<file path="src/hw/rtl/fbc_pkg.sv">
// Shared types, constants and helpers for the frustum box cull block.
package fbc_pkg;

  localparam int PLANE_COUNT = 6;
  localparam int AXES        = 3;
  localparam int LANES       = 4;
  localparam int LANE_W      = 16;
  localparam int COORD_W     = 16;
  localparam int COEF_W      = LANE_W + 1;
  localparam int PROD_W      = COEF_W + COORD_W;
  localparam int DIST_W      = PROD_W + 3;
  localparam int ROW_W       = LANES * LANE_W;
  localparam int ADDR_W      = 5;
  localparam int REG_SEL_W   = 2;

  // Register indexes (byte address = 8 * index)
  localparam logic [REG_SEL_W-1:0] REG_ROW_ZERO  = 2'd0;
  localparam logic [REG_SEL_W-1:0] REG_ROW_ONE   = 2'd1;
  localparam logic [REG_SEL_W-1:0] REG_ROW_TWO   = 2'd2;
  localparam logic [REG_SEL_W-1:0] REG_ROW_THREE = 2'd3;

  // Reset rows: identity matrix in Q7.8
  localparam logic [ROW_W-1:0] ROW_ZERO_RST  = 64'h0000_0000_0000_0100;
  localparam logic [ROW_W-1:0] ROW_ONE_RST   = 64'h0000_0000_0100_0000;
  localparam logic [ROW_W-1:0] ROW_TWO_RST   = 64'h0000_0100_0000_0000;
  localparam logic [ROW_W-1:0] ROW_THREE_RST = 64'h0100_0000_0000_0000;

  typedef logic signed [COORD_W-1:0] coord_t;
  typedef logic signed [COEF_W-1:0]  coef_t;
  typedef logic signed [PROD_W-1:0]  prod_t;
  typedef logic signed [DIST_W-1:0]  dist_t;

  typedef struct packed {
    coord_t min_x;
    coord_t min_y;
    coord_t min_z;
    coord_t max_x;
    coord_t max_y;
    coord_t max_z;
  } box_t;

  typedef struct packed {
    logic s1_en;  // load the product stage
    logic s2_en;  // load the distance sign stage
  } pipe_ctl_t;

  // Coefficient k of a plane: row three plus or minus the selected row
  function automatic coef_t plane_coef(input logic [ROW_W-1:0] r3,
                                       input logic [ROW_W-1:0] rk,
                                       input logic             minus,
                                       input int unsigned      k);
    coef_t a;
    coef_t b;
    a = coef_t'($signed(r3[LANE_W*k +: LANE_W]));
    b = coef_t'($signed(rk[LANE_W*k +: LANE_W]));
    return minus ? coef_t'(a - b) : coef_t'(a + b);
  endfunction

endpackage

</file>
<file path="src/hw/rtl/fbc_plane.sv">
// One frustum plane: corner select and products, then distance sign.
module fbc_plane (
  input  logic                              clk,
  input  fbc_pkg::pipe_ctl_t                ctl,
  input  fbc_pkg::coef_t [fbc_pkg::LANES-1:0] coef,
  input  fbc_pkg::box_t                     box,
  output logic                              neg_r
);
  import fbc_pkg::*;

  coord_t lo [AXES];
  coord_t hi [AXES];
  prod_t  prod_r   [AXES];
  prod_t  prod_nxt [AXES];
  dist_t  dist_sum;
  logic   neg_nxt;

  assign lo[0] = box.min_x;
  assign lo[1] = box.min_y;
  assign lo[2] = box.min_z;
  assign hi[0] = box.max_x;
  assign hi[1] = box.max_y;
  assign hi[2] = box.max_z;

  // Positive corner: max where the normal component is non-negative
  always_comb begin
    for (int k = 0; k < AXES; k++) begin
      prod_nxt[k] = coef[k] * (coef[k][COEF_W-1] ? lo[k] : hi[k]);
    end
  end

  always_ff @(posedge clk) begin
    if (ctl.s1_en) begin
      prod_r <= prod_nxt;
    end
  end

  always_comb begin
    dist_sum = dist_t'(prod_r[0]) + dist_t'(prod_r[1]) + dist_t'(prod_r[2])
             + dist_t'(coef[LANES-1]);
    neg_nxt = dist_sum[DIST_W-1];
  end

  always_ff @(posedge clk) begin
    if (ctl.s2_en) begin
      neg_r <= neg_nxt;
    end
  end

endmodule

</file>
<file path="config.mk">
export PLATFORM = sky130hd
export DESIGN_NAME = fbc_plane
export DESIGN_NICKNAME = d
export VERILOG_FILES = /design/src/hw/rtl/fbc_pkg.sv /design/src/hw/rtl/fbc_plane.sv
export SDC_FILE = /design/constraint.sdc
export NUM_CORES = 2
export LEC_CHECK = 0
export CORE_MARGIN = 2
export CORE_UTILIZATION = 45
export CTS_BUF_LIST = sky130_fd_sc_hd__clkbuf_8
export DETAILED_ROUTE_END_ITERATION = 12
export DONT_BUFFER_PORTS = 1
export PLACE_DENSITY = 0.69
export SYNTH_ARGS = -nofsm -noshare
export SYNTH_HDL_FRONTEND = slang
export SYNTH_SLANG_ARGS = --single-unit
export TNS_END_PERCENT = 5
</file>
<file path="constraint.sdc">
create_clock -name clk -period 13 [get_ports clk]
set_clock_uncertainty 0.1 [all_clocks]
set_input_delay 0.65 -clock clk [delete_from_list [all_inputs] [get_ports clk]]
set_output_delay 0.65 -clock clk [all_outputs]
set_load 0.02 [all_outputs]
</file>
======== Word-level counts from Yosys, hierarchy flattened ========
Index checks and enable logic that the tools add are counted.
word-level totals
  output and inout port bits .............. 1
  register bits ........................... 100
  input bits .............................. 167
  word-level logic and storage cells ...... 13
operators by class
  add/sub/neg operators ................... 3
  $mul .................................... 3
  muxes and demuxes ....................... 3
operators by type and width
  operator                      count
  multiplier 17 x 33 -> 33 bit  3
  2-to-1 mux 33 bit             3
  adder 35 x 17 -> 36 bit       1
  adder 34 x 33 -> 35 bit       1
  adder 33 x 33 -> 34 bit       1

======== Longest topological paths before layout ========
  depth in word-level cells ............... 3
  depth in mapped cells ................... 27
  gate-level depth less buffers ........... 24

======== Least setup slack after synthesis ========
No wires, ideal clock.
  kind .................................... input -> register
  start point ............................. input port coef[50] in the netlist's numbering
  end point ............................... register prod_r[29] in the netlist's numbering (data pin)
  data required time ...................... 12.742 ns
  library setup time ...................... 0.158 ns
  arrival ................................. 7.013 ns
  stages .................................. 23
  slack ................................... 5.729 ns
  cell sequence ........................... buf_1 mux2_2 clkbuf_1 and2_1 fa_1 inv_1 fa_1 fa_1 fa_1 inv_1 fa_1 inv_1 fa_1 inv_1 ha_1 a21o_1 a21o_1 a21o_1 a221o_1 a221oi_4 a21o_2 or4b_1 o211ai_1
RTL lines
  item                  line             RTL
  from (decl)           fbc_plane.sv:5   input fbc_pkg::coef_t [fbc_pkg::LANES-1:0] coef,
  to (signal assigned)  fbc_plane.sv:34  prod_r <= prod_nxt;
  to (decl)             fbc_plane.sv:13  prod_t prod_r [AXES];

==> results.py <==
metrics = {
    "worst_hold_path": {
        "hold_path_class": "in -> reg",
        "worstHoldPathCells": 0,
    },
    "global_routing": {
        "grt_max_degree": 100,
        "met3_usage": 0.0249,
        "grt.overflow.total": 0,
        "grt_pass1_wl_um": 134000,
        "antenna_found_initial": 1,
        "gr-usage-met1": 0.278,
        "busiest_layer": "met2",
        "grt_usage": 0.201,
        "use_met2": 0.345,
        "grt_pass1_vias": 26300,
    },
    "floorplanning": {
        "rows": 104,
        "dieArea_mm2": 0.0840,
        "die_y_um": 290,
        "ios": 168,
        "start_util": 0.455,
        "coreArea_mm2": 0.0807,
        "die_w_um": 290,
    },
    "critical_path": {
        "critical_path_buf_inv_count": 3,
        "crit_cells": 20,
        "cp_cell_sequence": "mux2_2, nand2_1, inv_1, fa_1, fa_1, fa_1, fa_1, fa_1, inv_1, fa_1, inv_1, ha_1, nand4_1, nor2_1, nand4_1, a311oi_1, or4b_1, and3_1, o211ai_1, nor3b_1",
        "crit_fanout": 22,
        "rr_worst_depth": 11,
        "endpoint_kind": "register",
        "cpLargestDelayFamily": "adder cells",
        "critPathRequiredTime_ns": 13.04,
        "critical_path_class": "in -> reg",
        "crit_path_start_kind": "input pin",
        "crit_top_cell": "fa_1",
        "arrival_ns": 7.01,
        "crit_path_top_delay_cell": "fa_1",
        "cpPeakStageDelay_ns": 0.90,
    },
    "route": {
        "vias_per_cell": 5.16,
        "wl_um": 80000,
        "wl_per_cell_um": 17.1,
        "drt_first_pass_iters": 5,
        "route.detailed.drc": 0,
        "num_vias": 24100,
        "ant_nets": 0,
        "drt_iter0_drc": 1375,
    },
    "clock_tree": {
        "clockRootBuffer": "clkbuf_8",
        "cts.sinks": 100,
        "cts.clk_slew.worst_paths_ns": 0.10,
        "cts_tree": "yes",
        "cts-hold-fix-buffers": 0,
        "ctsResizeCount": 0,
        "post_cts_buffers": 0,
        "cts_inserted_buffers": 9,
        "clk_latency_ns": 0.38,
        "ctsHtreeMaxLevel": 3,
        "clockBufferDepth": 2,
    },
    "finish": {
        "area_growth_pct": 3.04,
        "diodes": 0,
        "drive_above_1_share": 0.0191,
        "nets": 4968,
        "nFillCells": 7461,
    },
    "logic_synthesis": {
        "synth_area_leaders": "fa_1 50%, ha_1 9.7%, inv_1 9.2%",
        "syn_avg_cell_area_um2": 9.93,
        "synth_fp_nets": 5061,
        "seq_area_frac_synth": 0.0817,
        "synth_edf_count": 100,
        "synthTopCellsByCount": "909 x fa_1, 904 x inv_1, 380 x and2_1",
        "synthArstFlopShare": 0,
        "synth_top_area_cell": "fa_1",
        "syn_area_mm2": 0.0367,
        "synthFlopType": "edfxtp_1",
        "synth_most_common_cell": "fa_1",
        "synth_cell_type_count": 59,
        "synthCells": 3700,
        "yosysTopAreaCellShare": 0.495,
        "ys_ff_latch": 100,
        "ys_warn_count": 0,
    },
    "sta": {
        "rsz0062_at_grt": "false",
        "max_freq_ghz": 0.143,
        "maxSlewHeadroom": 0.424,
        "tightest_slew_ns": 0.861,
        "fin_crit_ns": 6.97,
        "finalSetupViolations": 0,
        "fin_crit_sh": 0.536,
        "setup_tns_ns": 0,
        "drv_slew": 0,
        "hold_violations": 0,
    },
    "place": {
        "hpwl_um": 68000,
        "numPortBuffers": 0,
        "gp_congestion": 0.892,
    },
    "flow_run": {
        "maxCapViolCount": 0,
    },
    "run_status": {
        "status": "completed",
    },
}
==> worst reg2reg max path: cells and delay by family, from the launching register on <==
kind	cells	cell delay (ns)
simple gates	3	0.33
fa+ha+maj	3	1.23
compound gates	5	0.93
flops	1	0.42
==> path summary, 6_finish.rpt <==
path	startpoint	end	slack (ns)
hold / removal	ctl[0]	neg_r$_DFFE_PP_	0.28
setup reg to reg	prod_r[2]$_DFFE_PP_	neg_r$_DFFE_PP_	9.84
setup / recovery	coef[50]	prod_r[32]$_DFFE_PP_	6.03
hold reg to reg	prod_r[88]$_DFFE_PP_	neg_r$_DFFE_PP_	1.05
==> layout make-up <==
class | instances | area (µm²) | area share
tap | 1060 | 1330 | 0.0350
timing repair buffer | 3 | 22.5 | 0.000595
clock inverter | 7 | 45.0 | 0.00119
inverter | 904 | 3390 | 0.0896
sequential | 100 | 3000 | 0.0793
multi-input combinational | 2589 | 29900 | 0.791
clock buffer | 9 | 124 | 0.00327
==> per-stage QoR <==
step	setup slack [ns]	hold slack (ns)	util	cells	instance area [µm²]
2_1_floorplan	5.73	0.662	-	3700	36700
3_3_place_gp	5.84	0.664	0.467	4656	37700
3_5_place_dp	5.70	0.664	0.467	4656	37700
4_1_cts	6.11	0.254	0.469	4672	37900
5_1_grt	5.70	0.253	0.469	4672	37900
6_report	6.03	0.278	0.469	4672	37900
==> cells in the final DEF (no fill, tap or decap), types with 42 or more instances in the layout <==
| cell | instances |
|---|---|
| ha_1 | 285 |
| inv_1 | 907 |
| fa_1 | 909 |
| xnor2_1 | 85 |
| a21oi_1 | 73 |
| edfxtp_1 | 100 |
| a21o_1 | 42 |
| nor2_1 | 68 |
| nand2_1 | 374 |
| and2_1 | 380 |
| o21ai_0 | 43 |
| mux2_2 | 45 |
| nor2b_1 | 56 |
==> flip-flops by register name (all words and copies together), names as in the netlist <==
register,flops
prod_r,99
neg_r,1
==> layer usage <==
metal | vias to the layer above | routed length [µm]
li1 | 10800 | -
met1 | 12500 | 34100
met2 | 655 | 40100
met3 | 84 | 4450
met4 | 0 | 1350
met5 | - | 0
==> cell families (layout without fill, tap and decap cells) <==
family | after synthesis | in the layout | synth area share
compound gates | 252 | 252 | 0.0452
fa+ha+maj | 1194 | 1194 | 0.592
mux | 48 | 48 | 0.0146
flops | 100 | 100 | 0.0817
xor+xnor | 102 | 102 | 0.0243
simple gates | 993 | 993 | 0.139
buf+inv | 1011 | 923 | 0.103
Power is not shown: default switching activity piles up to over one toggle a cycle in this logic, so the estimate is an artifact.
